===== config.mk =====
export PLATFORM = sky130hd
export DESIGN_NAME = decimal_text_to_int32_parser_unit
export DESIGN_NICKNAME = d
export VERILOG_FILES = /design/src/rtl/dtp_pkg.sv /design/src/rtl/decimal_text_to_int32_parser_unit.sv
export SDC_FILE = /design/constraint.sdc
export NUM_CORES = 1
export LEC_CHECK = 0
export CORE_ASPECT_RATIO = 2
export CORE_MARGIN = 2
export CORE_UTILIZATION = 30
export CTS_BUF_LIST = sky130_fd_sc_hd__clkbuf_2 sky130_fd_sc_hd__clkbuf_4 sky130_fd_sc_hd__clkbuf_8
export DETAILED_ROUTE_END_ITERATION = 6
export DONT_BUFFER_PORTS = 1
export GPL_ROUTABILITY_DRIVEN = 0
export GPL_TIMING_DRIVEN = 0
export HOLD_SLACK_MARGIN = 0.05
export PLACE_DENSITY = 0.45
export SYNTH_ARGS = -nofsm -noshare
export SYNTH_HDL_FRONTEND = slang
export SYNTH_SLANG_ARGS = --single-unit

===== constraint.sdc =====
create_clock -name clk -period 11.8 [get_ports clk]
set_input_delay 0 -clock clk [delete_from_list [all_inputs] [get_ports clk]]
set_output_delay 0 -clock clk [all_outputs]
set_load 0.01 [all_outputs]

===== src/rtl/dtp_pkg.sv =====
`default_nettype none
// ----------------------------------------------------------------------------
// dtp_pkg
// Types and codes for the decimal text to int32 parser.
// ----------------------------------------------------------------------------
package dtp_pkg;

  typedef struct packed {
    logic [7:0] char_code;
    logic       last_char;
  } in_t;

  typedef struct packed {
    logic signed [31:0] parsed_value;
    logic [2:0]         error_code;
  } out_t;

  localparam logic [2:0] ERR_NONE        = 3'd0;
  localparam logic [2:0] ERR_SYMBOL      = 3'd1;
  localparam logic [2:0] ERR_MINUS_PLACE = 3'd2;
  localparam logic [2:0] ERR_MINUS_TWICE = 3'd3;
  localparam logic [2:0] ERR_LEAD_ZERO   = 3'd4;
  localparam logic [2:0] ERR_OVERFLOW    = 3'd5;

  localparam logic [7:0] CH_SPACE = 8'h20;
  localparam logic [7:0] CH_TAB   = 8'h09;
  localparam logic [7:0] CH_LF    = 8'h0A;
  localparam logic [7:0] CH_CR    = 8'h0D;
  localparam logic [7:0] CH_MINUS = 8'h2D;
  localparam logic [7:0] CH_ZERO  = 8'h30;
  localparam logic [7:0] CH_NINE  = 8'h39;

  localparam int MAG_W = 31;

endpackage
`default_nettype wire


===== src/rtl/decimal_text_to_int32_parser_unit.sv =====
`default_nettype none
// The last character passes the input register, then its state update writes the
//   result register; a held result can keep it waiting in the input register.
// Throughput: one character beat per cycle, except that a held result stalls a
//   last-character beat; the times-ten accumulate feeding the magnitude is combinational.
// Reset: synchronous, active high; clears accumulator state and both valid flags.
// ----------------------------------------------------------------------------
// decimal_text_to_int32_parser_unit
// Streams characters of a decimal string and emits a signed value and error code.
// ----------------------------------------------------------------------------
module decimal_text_to_int32_parser_unit (
  input  wire logic          clk,
  input  wire logic          rst,
  input  wire logic          in_valid,
  output logic               in_ready,
  input  wire dtp_pkg::in_t  in_data,
  output logic               out_valid,
  input  wire logic          out_ready,
  output dtp_pkg::out_t      out_data
);

  localparam int PROD_W = dtp_pkg::MAG_W + 4;

  logic                      s1_valid;
  dtp_pkg::in_t              s1_data;
  logic                      s1_advance;
  logic                      s1_fire;

  logic [dtp_pkg::MAG_W-1:0] magnitude, magnitude_next;
  logic                      negative_seen, negative_seen_next;
  logic                      leading_space_done, leading_space_done_next;
  logic [2:0]                pending_error, pending_error_next;

  logic [7:0]                c;
  logic                      blank;
  logic [3:0]                digit;
  logic [PROD_W-1:0]         prod;
  logic signed [31:0]        value;

  assign s1_advance = !s1_data.last_char || !out_valid || out_ready;
  assign s1_fire    = s1_valid && s1_advance;
  assign in_ready   = !s1_valid || s1_advance;

  always_ff @(posedge clk) begin
    if (rst) begin
      s1_valid <= 1'b0;
    end else if (in_ready) begin
      s1_valid <= in_valid;
    end
  end

  always_ff @(posedge clk) begin
    if (in_valid && in_ready) begin
      s1_data <= in_data;
    end
  end

  always_comb begin
    c     = s1_data.char_code;
    blank = c inside {dtp_pkg::CH_SPACE, dtp_pkg::CH_TAB, dtp_pkg::CH_LF, dtp_pkg::CH_CR};
    digit = 4'(c - dtp_pkg::CH_ZERO);
    // x10 as shift-add
    prod  = ({4'd0, magnitude} << 3) + ({4'd0, magnitude} << 1)
          + {{(PROD_W-4){1'b0}}, digit};

    magnitude_next          = magnitude;
    negative_seen_next      = negative_seen;
    leading_space_done_next = leading_space_done;
    pending_error_next      = pending_error;

    if (pending_error == dtp_pkg::ERR_NONE && !(!leading_space_done && blank)) begin
      leading_space_done_next = 1'b1;
      if (c == dtp_pkg::CH_MINUS) begin
        if (magnitude != '0) begin
          pending_error_next = dtp_pkg::ERR_MINUS_PLACE;
        end else if (negative_seen) begin
          pending_error_next = dtp_pkg::ERR_MINUS_TWICE;
        end else begin
          negative_seen_next = 1'b1;
        end
      end else if (c < dtp_pkg::CH_ZERO || c > dtp_pkg::CH_NINE) begin
        pending_error_next = dtp_pkg::ERR_SYMBOL;
      end else if (c == dtp_pkg::CH_ZERO && magnitude == '0) begin
        pending_error_next = dtp_pkg::ERR_LEAD_ZERO;
      end else if (prod[PROD_W-1:dtp_pkg::MAG_W] != '0) begin
        pending_error_next = dtp_pkg::ERR_OVERFLOW;
      end else begin
        magnitude_next = prod[dtp_pkg::MAG_W-1:0];
      end
    end

    if (pending_error_next != dtp_pkg::ERR_NONE) begin
      value = '0;
    end else if (negative_seen_next) begin
      value = -$signed({1'b0, magnitude_next});
    end else begin
      value = $signed({1'b0, magnitude_next});
    end
  end

  always_ff @(posedge clk) begin
    if (rst) begin
      magnitude          <= '0;
      negative_seen      <= 1'b0;
      leading_space_done <= 1'b0;
      pending_error      <= dtp_pkg::ERR_NONE;
    end else if (s1_fire) begin
      if (s1_data.last_char) begin
        magnitude          <= '0;
        negative_seen      <= 1'b0;
        leading_space_done <= 1'b0;
        pending_error      <= dtp_pkg::ERR_NONE;
      end else begin
        magnitude          <= magnitude_next;
        negative_seen      <= negative_seen_next;
        leading_space_done <= leading_space_done_next;
        pending_error      <= pending_error_next;
      end
    end
  end

  always_ff @(posedge clk) begin
    if (rst) begin
      out_valid <= 1'b0;
    end else if (s1_fire && s1_data.last_char) begin
      out_valid <= 1'b1;
    end else if (out_ready) begin
      out_valid <= 1'b0;
    end
  end

  always_ff @(posedge clk) begin
    if (s1_fire && s1_data.last_char) begin
      out_data.parsed_value <= value;
      out_data.error_code   <= pending_error_next;
    end
  end

endmodule
`default_nettype wire


==> metrics.txt, run 1 <==
WS Path Type=reg -> reg; Clock Skew=about 14 ps; failing checks=capacitance limit, slew limit; Synth Flop Type=edfxtp_1; GR Overflow Total=0; wire length per cell=around 24 um; cell internal pwr=between 400 and 500 uW; FF/Latch Area=roughly 2100 sq um; total leakage power=3.21 nW; Seq pwr share=0.506; largest net degree at the start of global routing=39; area leader, netlist=edfxtp_1; worst min path class=in -> reg; post-synthesis adder-cell area fraction=0.110; HPWL after detailed placement=~22000 um; max-cap violations=1; RSZ-0062 raised after global routing=false; Post-synth EDFFs=44; CP required=~12000 ps; ys async rst share=0; # IOs=50; final setup fails=0; Crit. End Element=flop; slew margin rel.=-0.0293; synthesis-stage register bit count=between 80 and 90; final worst path period need=between 7000 and 8000 ps; Area Growth Syn to Fin=10.0%; initial antenna violation count=0; share of cells above drive strength 1=0.0824; # port buffers=0; DRT iter0 DRCs=~360; first-pass GRT wire length=approximately 42000 um; CTS tree=done; Setup TNS=0 ps; Critical Path Sink=out_data[29]$_SDFFCE_PP0P_; total power=614 uW; Critical path origin=c[3]$_DFFE_PP_; NetSw=154 uW; CTS Root Cell=clkbuf_8; nets=roughly 960; total CTS buffers=9; Clock Latency Late Sink=between 300 and 400 ps; Fillers=roughly 2600; top cells by area, synth=edfxtp_1 (18%), ha_1 (10%), dfxtp_1 (10%); Core Area=roughly 24000 sq um; Post-Synth XOR/XNOR Area=0.0557; Net Count, Synth=934; fin crit share=0.669; post-synthesis compound-gate area fraction=0.250; DRC=0; max-slew violations=4; achievable clock frequency=roughly 0.13 GHz; Pwr Density=between 70 and 80 nW/um^2; Max clock buf depth=2; status=finished with violations; R2R Path End=out_data[29]$_SDFFCE_PP0P_; Synth Cell Area=7390 sq um; multiplexer area fraction after synthesis=0.0310; YS warnings=0; flop-to-flop setup slack=3910 ps; vias in the first global route=just over 7000; WP data arrival=about 8000 ps; GR Util All Layers=0.218; vias per cell=a little under 6; routed via count=~7000; initial cell density of the core=0.304; Reg2Reg Depth=23; largest family of logic cells by synthesized area=compound AO/OA/AOI/OAI gates; area share of and/or/nand/nor cells after synthesis=0.228; footprint of the multi-input gates=about 5000 sq um; Die W=between 100 and 150 um; FF-to-FF Start=c[3]$_DFFE_PP_; FP Rows=81; die area=26000 sq um; antenna viol nets, final=0; sequential area share after synthesis=0.282; syn avg cell area=~8.6 sq um; final WL=between 20000 and 30000 um; VDD IR-drop max=44.6 uV; Antenna Cells=0; Worst-Margin Slew=roughly 1500 ps; CP Launch Type=flop; top cell type's share of synthesized area=0.179; Combinational Power Share=0.065; Hold Vio Cnt, Final=0; worst-path maximum fanout=10; Clk pwr share=0.429; clock sinks=82; H-tree depth=3; count of cell types in the netlist=90; Net Sw Frac=0.250; DRT Pass-1 Iters=5; Post-Synthesis Cells=~860; Reg clk slew, reported paths=~90 ps; chip height=226 um; WHS Path Cells=1
[registers in the layout (all words and copies together), names as in the netlist]
signal	cells
out_data	35
negative_seen	1
pending_error	3
leading_space_done	1
out_valid	1
s1_data	1
magnitude	31
s1_valid	1
c	8
[metrics by stage]
stage	instance area (sq um)	util	worst slack, ps	cells	hold WS, ps
2_1_floorplan	7390	-	6020	857	98.9
3_3_place_gp	7750	0.319	3970	1147	98.9
3_5_place_dp	7760	0.319	4000	1147	98.9
4_1_cts	8130	0.334	3950	1176	240
5_1_grt	8130	0.334	3550	1176	246
6_report	8130	0.334	3910	1176	259
[cell type report]
cell class                 instances  area share
buffer                            44      0.0305
clock buffer                       9      0.0152
clock inverter                     7      0.0152
inverter                          20     0.00923
multi-input combinational        711       0.613
sequential                        82       0.256
tap                              290      0.0446
timing repair buffer              13      0.0160
[per-layer routing]
metal  part of all wire  vias to the layer above  GRT usage
met5                  0                        -          0
met4              0.056                        0      0.119
met3              0.026                       67     0.0223
met2               0.57                      187      0.432
met1               0.34                     3368      0.211
li1                   -                     3336          -
[cells in the final DEF (no fill, tap or decap), types with 8 or more instances in the layout]
cell / n
nand3_1: 23
or3_1: 11
a22oi_1: 27
nand4_1: 13
o21bai_1: 9
a211oi_1: 26
and3_1: 8
a21oi_1: 52
nor2_1: 95
nor4_1: 16
inv_1: 20
o211ai_1: 9
ha_1: 62
o21ai_0: 41
clkbuf_8: 11
dlygate4sd3_1: 13
dfxtp_1: 38
a31oi_1: 8
xor2_1: 26
mux2i_1: 15
o31ai_1: 10
buf_2: 9
o21a_1: 13
clkbuf_1: 25
nand2_1: 58
edfxtp_1: 44
nand2b_1: 10
xnor2_1: 21
nor3_1: 28
[power by group through the flow]
stage	clock (mW)	combinational, mW	sequential [mW]
after floorplan	0	0.0241	0.316
after global placement	0	0.0364	0.318
after detailed placement	0	0.0363	0.318
after CTS	0.267	0.0400	0.311
after global routing	0.280	0.0430	0.312
final	0.264	0.0398	0.311
[worst min path at each step]
stage / from / end / slack, ps
6_report: in_data[0] / s1_data[0]$_DFFE_PP_ / 260
3_3_place_gp: in_data[5] / c[4]$_DFFE_PP_ / 100
4_1_cts: in_data[5] / c[4]$_DFFE_PP_ / 240
2_1_floorplan: in_data[1] / c[0]$_DFFE_PP_ / 100
5_1_grt: in_data[5] / c[4]$_DFFE_PP_ / 250
3_5_place_dp: in_data[5] / c[4]$_DFFE_PP_ / 100
[cells in the mapped netlist, drive strengths merged (4+ instances only)]
cell and instances:
nor2 95, ha 62, nand2 58, a21oi 53
o21ai 47, edfxtp 44, dfxtp 38, nor3 31
a211oi 27, a22oi 27, clkbuf 27, xor2 26
nand3 23, xnor2 21, inv 20, nor4 17
buf 16, mux2i 15, nand4 13, o21a 13
or3 13, o31ai 12, and3 10, nand2b 10
a31oi 9, o211ai 9, o21bai 9, and2 8
and4 7, mux2 7, nor2b 7, a21o 6
or4 6, nor3b 5, o41ai 5, a2bb2oi 4
a41oi 4, nand4b 4, o2111ai 4
[cell families (layout without fill, tap and decap cells)]
logic type | count (synthesis) | count (layout)
multiplexers | 22 | 22
AO/OA/AOI/OAI | 260 | 260
AND/OR/NAND/NOR | 318 | 318
buffers and inverters | 64 | 93
XOR/XNOR | 47 | 47
flip-flops | 82 | 82
adder cells (fa/ha/maj) | 64 | 64
[critical path, cell delays in order (launching register included)]
cell      delay, ps
edfxtp_1        510
inv_1           100
fa_1            600
inv_1            60
ha_1            310
a211oi_2        490
o21ai_1         400
a311oi_1        410
a21oi_1         220
nor3_1          280
o21a_1          320
and4_1          230
buf_4           170
buf_4           240
mux2i_1         340
ha_1            330
nand2_1         100
nor3_1          420
nand4b_1        380
a211oi_1        270
nor4b_1         680
or4b_1          530
a21oi_1         200
nor3b_2          60
[what timing repair did]
item,CTS,global route
hold buffers,13,0
endpoints found under the hold margin,13,0
buffers inserted,0,0
gates resized for setup,0,0
Power figures use the tool's default switching activity.
==> run 2: changes to the inputs <==
--- a/config.mk
+++ b/config.mk
@@ -14,7 +14,7 @@
 export GPL_ROUTABILITY_DRIVEN = 0
 export GPL_TIMING_DRIVEN = 0
 export HOLD_SLACK_MARGIN = 0.05
-export PLACE_DENSITY = 0.45
+export PLACE_DENSITY = 0.46
 export SYNTH_ARGS = -nofsm -noshare
 export SYNTH_HDL_FRONTEND = slang
 export SYNTH_SLANG_ARGS = --single-unit
==> constraint.sdc (replaced) <==
create_clock -name clk -period 7.17 [get_ports clk]
set_input_delay 0 -clock clk [delete_from_list [all_inputs] [get_ports clk]]
set_output_delay 0 -clock clk [all_outputs]
set_load 0.01 [all_outputs]
==> run 2 against run 1 <==
Compared with the run above: the flow still finishes with violations (capacitance limit, slew limit); wire length down 0.42%; maximum frequency up 17%; clock skew down 2.6 ps; register-to-register slack worse by 3500 ps; setup slack worse by 3500 ps; clock-buffer cell count unchanged; via count up 1.8%; cell count about the same.
==> metrics.txt, run 2 (synthesized netlist as in run 1, its figures left out) <==
flop-to-flop setup slack=430 ps; Inst Count DP=1147; Hold Vio Cnt, Final=0; share of cells above drive strength 1=0.0958; worst-path maximum fanout=10; Die W=between 100 and 150 um; CP Launch Type=flop; max reg flops=35; die area=around 26000 sq um; max-cap violations=1; DRT iter0 DRCs=approximately 520; # IOs=50; chip height=226 um; CP required=about 7400 ps; wire length per cell=about 24 um; Critical Path Sink=out_data[25]$_SDFFCE_PP0P_; max-slew violations=4; clock sinks=approximately 80; final WL=roughly 28000 um; DRT Pass-1 Iters=7; FP Rows=approximately 80; Clock Skew=around 12 ps; WP data arrival=~7000 ps; H-tree depth=3; fin crit share=0.940; nets=roughly 960; initial cell density of the core=0.304; CTS Root Cell=clkbuf_8; HPWL after detailed placement=~22000 um; failing checks=capacitance limit, slew limit; Clock Latency Late Sink=380 ps; vias in the first global route=between 6000 and 7000; RSZ-0062 raised after global routing=false; WS Path Type=reg -> reg; Core Area=~24000 sq um; final setup fails=0; Reg clk slew, reported paths=roughly 100 ps; Pwr Density=between 100 and 150 nW/um^2; Final Non-Filler Cells=1177; Worst-Margin Slew=~1500 ps; GR Util All Layers=0.216; Area Growth Syn to Fin=10.6%; achievable clock frequency=approximately 0.15 GHz; worst min path class=in -> reg; antenna viol nets, final=0; final worst path period need=around 6700 ps; VDD IR-drop max=62.7 uV; total CTS buffers=9; Setup TNS=0 ps; FF-to-FF Start=c[3]$_DFFE_PP_; initial antenna violation count=0; leading cell type in the layout, fill and taps excluded=nor2_1; Antenna Cells=0; total power=952 uW; # port buffers=0; commonest cells after routing, fill and taps aside=nor2_1 (95), ha_1 (61), nand2_1 (58); Critical path origin=c[3]$_DFFE_PP_; status=finished with violations; first-pass GRT wire length=42200 um; CTS tree=done; largest net degree at the start of global routing=39; wl on met1=about 9700 um; met2 WL=15900 um; routed via count=7086; Reg2Reg Depth=23; DRC=0; WHS Path Cells=1; Max clock buf depth=2; routed wl met3=752 um; top sig layer=met4; R2R Path End=out_data[25]$_SDFFCE_PP0P_; vias per cell=~6.0; Reg with most FFs=out_data; GR Overflow Total=0; Final Util=0.336; total leakage power=about 3.2 nW; Crit. End Element=flop; slew margin rel.=-0.0219
[run 2: cell types whose count changed in the layout (fill, tap and decap cells not counted), moves of 2 or more]
cell,delta
nor3_1,-4
nor3_2,+3
bufinv_16,-2
mux2i_1,-2
mux2i_2,+2
[run 2: critical path, cell delays in order (launching register included)]
cell and delay, ps:
edfxtp_1 510, inv_1 110, fa_1 600, inv_1 60
ha_1 340, a211oi_4 430, o21ai_2 250, a311oi_2 300
a21oi_1 200, nor3_2 240, o21a_1 300, and4_1 220
buf_4 160, buf_4 230, mux2i_2 310, ha_2 290
nand2_1 120, nor3_4 230, nand4b_1 220, buf_4 230
or3_4 360, or4_1 430, and4_1 230, nor3_2 190
[run 2: power breakdown]
part,internal (mW),switching (mW)
Sequential,0.502,0.00900
Combinational,0.0217,0.0462
Clock,0.167,0.205
Total,0.691,0.261
[run 2: per-layer routing]
metal | GRT usage | up-vias
met2 | 0.423 | 208
met1 | 0.219 | 3480
met3 | 0.0225 | 69
met5 | 0 | -
met4 | 0.110 | 0
li1 | - | 3329
[run 2: what timing repair did]
item,in CTS,in global routing
pin swaps,1,0
gates cloned,0,0
gates resized for setup,5,9
setup endpoints to repair,7,7
hold buffers,13,0
endpoints found under the hold margin,12,0
setup buffers,1,0
[run 2: worst min path at each step]
stage / endpoint / startpoint / slack (ps)
floorplan: c[0]$_DFFE_PP_ / in_data[1] / 100
finish: c[4]$_DFFE_PP_ / in_data[5] / 250
detailed placement: c[1]$_DFFE_PP_ / in_data[2] / 100
global route: s1_data[0]$_DFFE_PP_ / in_data[0] / 230
CTS: c[6]$_DFFE_PP_ / in_data[7] / 220
global placement: s1_data[0]$_DFFE_PP_ / in_data[0] / 100
[run 2: metrics by stage]
step | setup WS [ps] | instance area (sq um) | hold slack, ps
after floorplan | 1390 | 7390 | 98.9
after global placement | -806 | 7750 | 98.9
after detailed placement | -792 | 7760 | 98.9
after CTS | 164 | 8130 | 224
after global routing | 7.10 | 8180 | 235
final | 429 | 8180 | 249
[run 2: layout make-up]
class	instances	area [sq um]
Clock buffer	9	124
Sequential cell	82	2080
Buffer	44	248
Inverter	20	75.1
Fill cell	2609	16100
Tap cell	290	363
Clock inverter	7	82.6
Timing Repair Buffer	14	138
Multi-Input combinational cell	711	5060
==> run 3: changes to the inputs <==
--- a/config.mk
+++ b/config.mk
@@ -7,14 +7,14 @@
 export LEC_CHECK = 0
 export CORE_ASPECT_RATIO = 2
 export CORE_MARGIN = 2
-export CORE_UTILIZATION = 30
+export CORE_UTILIZATION = 35
 export CTS_BUF_LIST = sky130_fd_sc_hd__clkbuf_2 sky130_fd_sc_hd__clkbuf_4 sky130_fd_sc_hd__clkbuf_8
 export DETAILED_ROUTE_END_ITERATION = 6
 export DONT_BUFFER_PORTS = 1
 export GPL_ROUTABILITY_DRIVEN = 0
 export GPL_TIMING_DRIVEN = 0
 export HOLD_SLACK_MARGIN = 0.05
-export PLACE_DENSITY = 0.46
+export PLACE_DENSITY = 0.52
 export SYNTH_ARGS = -nofsm -noshare
 export SYNTH_HDL_FRONTEND = slang
 export SYNTH_SLANG_ARGS = --single-unit
==> run 3 against run 2 <==
Compared with the run above: the flow finishes with violations (capacitance limit); via count barely moved; global-route usage rose by 2.3 points; clock power fell by 11%; final area fell by 0.80%; maximum frequency fell by 0.31%; clock skew rose by 3.9 ps; setup slack got worse by 21 ps; sequential cell count did not move; power fell by 4.2%; clock-buffer cell count did not move; critical path type unchanged.
==> metrics.txt, run 3 (synthesized netlist as in run 1, its figures left out) <==
DRT Pass-1 Iters=5; Worst-Margin Slew=about 1500 ps; crit-path cells=inv_1 -> fa_1 -> inv_1 -> ha_1 -> a211oi_4 -> o211ai_1 -> a31oi_4 -> nor4_1 -> nor3_1 -> o21a_2 -> and4_1 -> buf_4 -> buf_4 -> mux2i_1 -> ha_2 -> nand2_1 -> nor3_2 -> nand4b_1 -> a211oi_1 -> nor4b_4 -> or4b_1 -> a21oi_1 -> nor3b_2; Final Util=0.389; Reg with most FFs=out_data; max-cap violations=1; GR Util All Layers=0.240; clock sinks=a little over 80; Reg2Reg Depth=23; final setup fails=0; Antenna Cells=0; Fillers=approximately 2200; worst-path maximum fanout=10; CTS tree=done; Clock Latency Late Sink=between 300 and 400 ps; total CTS buffers=9; WP data arrival=6890 ps; status=finished with violations; DRC=0; die area=22400 sq um; CP Launch Type=flop; Area Growth Syn to Fin=9.73%; initial antenna violation count=0; initial cell density of the core=0.355; max-slew violations=0; fin crit share=0.943; Clock Skew=15.6 ps; Hold Vio Cnt, Final=0; worst min path class=in -> reg; final worst path period need=around 6800 ps; VDD IR-drop max=about 77 uV; share of cells above drive strength 1=0.0935; DRT iter0 DRCs=389; leading cell type in the layout, fill and taps excluded=nor2_1; routed via count=7088; CP max stage cell=fa_1; pre-CTS WS=-674 ps; WS Path Type=reg -> reg; # port buffers=0; FF-to-FF Start=magnitude[2]$_SDFFE_PP0P_; Die W=between 100 and 150 um; max reg flops=35; R2R Path End=out_data[29]$_SDFFCE_PP0P_; PnR worst setup slack=408 ps; hold path startpoint=in_data[0]; achievable clock frequency=about 0.15 GHz; slew margin rel.=0.0199; Pwr Density=between 100 and 150 nW/um^2; commonest cells after routing, fill and taps aside=nor2_1 (95), ha_1 (60), nand2_1 (58); HPWL after detailed placement=around 21000 um; vias in the first global route=7156; antenna viol nets, final=0; Crit path largest cell delay=roughly 550 ps; total leakage power=3.20 nW; largest net degree at the start of global routing=39; Endpoint, Worst Hold=s1_data[0]$_DFFE_PP_; CP bufs+invs=4; wire length per cell=between 20 and 25 um; Crit. End Element=flop; vias per cell=approximately 6.1; flop-to-flop setup slack=around 410 ps; CP delay by family, top=simple AND/OR/NAND/NOR gates; GR Overflow Total=0; H-tree depth=3; Reg clk slew, reported paths=about 100 ps; Max clock buf depth=2; nets=960; CTS Root Cell=clkbuf_8; FF/Latch Area=2080 sq um; WHS Path Cells=1; chip height=210 um; RSZ-0062 raised after global routing=false; final WL=approximately 27000 um; footprint of the multi-input gates=~5000 sq um; # IOs=50; CP required=roughly 7300 ps; failing checks=capacitance limit; FP Rows=75; Core Area=~21000 sq um; first-pass GRT wire length=approximately 41000 um
[run 3: changes by cell type in the layout (fill, tap and decap cells not counted), moves of 2 or more]
cell,before,now
clkinv_4,0,2
mux2i_1,13,15
mux2i_2,2,0
nor3_1,24,27
nor3_2,6,4
[run 3: worst register-to-register path: cells and delay by family, from the launching register on]
family / cells / cell delay (ps)
flops: 1 / 530
simple gates: 9 / 2130
compound gates: 6 / 1780
mux: 1 / 340
fa+ha+maj: 3 / 1190
buf+inv: 4 / 570
[run 3: worst max-delay path by stage]
stage / cells after the start / slack, ps / to / start
2_1_floorplan: 23 / 1390 / out_data[29]$_SDFFCE_PP0P_ / c[3]$_DFFE_PP_
3_3_place_gp: 23 / -680 / out_data[29]$_SDFFCE_PP0P_ / c[3]$_DFFE_PP_
3_5_place_dp: 23 / -670 / out_data[29]$_SDFFCE_PP0P_ / c[3]$_DFFE_PP_
4_1_cts: 23 / 130 / out_data[29]$_SDFFCE_PP0P_ / c[3]$_DFFE_PP_
5_1_grt: 23 / 3 / out_data[29]$_SDFFCE_PP0P_ / magnitude[2]$_SDFFE_PP0P_
6_report: 23 / 410 / out_data[29]$_SDFFCE_PP0P_ / magnitude[2]$_SDFFE_PP0P_
[run 3: through the flow]
stage,total power [mW],hold WS (ps),instance area (sq um),setup TNS [ps],std cells
2_1_floorplan,0.559,98.9,7390,0,857
3_3_place_gp,0.581,98.9,7730,-1760,1126
3_5_place_dp,0.582,98.9,7730,-1760,1126
4_1_cts,0.912,243,8080,0,1156
5_1_grt,0.943,233,8110,0,1157
6_report,0.911,251,8110,0,1157
[run 3: timing repair]
item | in CTS | in global routing
pin swaps | 1 | 1
hold buffers | 13 | 0
gates resized for setup | 4 | 6
endpoints found under the hold margin | 12 | 0
buffers inserted | 1 | 1
setup endpoints to repair | 7 | 6
[run 3: layout make-up]
cell class / count / share of cell area
clock inverters: 7 / 0.00756
well taps: 269 / 0.0415
plain buffers: 44 / 0.0305
flip-flops and latches: 82 / 0.257
repair buffers: 15 / 0.0179
inverters: 20 / 0.00925
multi-input cells: 711 / 0.621
clock buffers: 9 / 0.0153
[run 3: metal layers]
| metal | track usage | part of all wire | vias up |
|---|---|---|---|
| met1 | 0.236 | 0.35 | 3441 |
| met3 | 0.0199 | 0.024 | 84 |
| li1 | - | - | 3341 |
| met5 | 0 | 0 | - |
| met4 | 0.135 | 0.060 | 0 |
| met2 | 0.473 | 0.56 | 222 |
[run 3: report_power, final]
group,switching [mW],internal (mW),total (mW)
Sequential,0.00879,0.502,0.511
Clock,0.200,0.132,0.332
Combinational,0.0463,0.0218,0.0680
Total,0.255,0.656,0.911
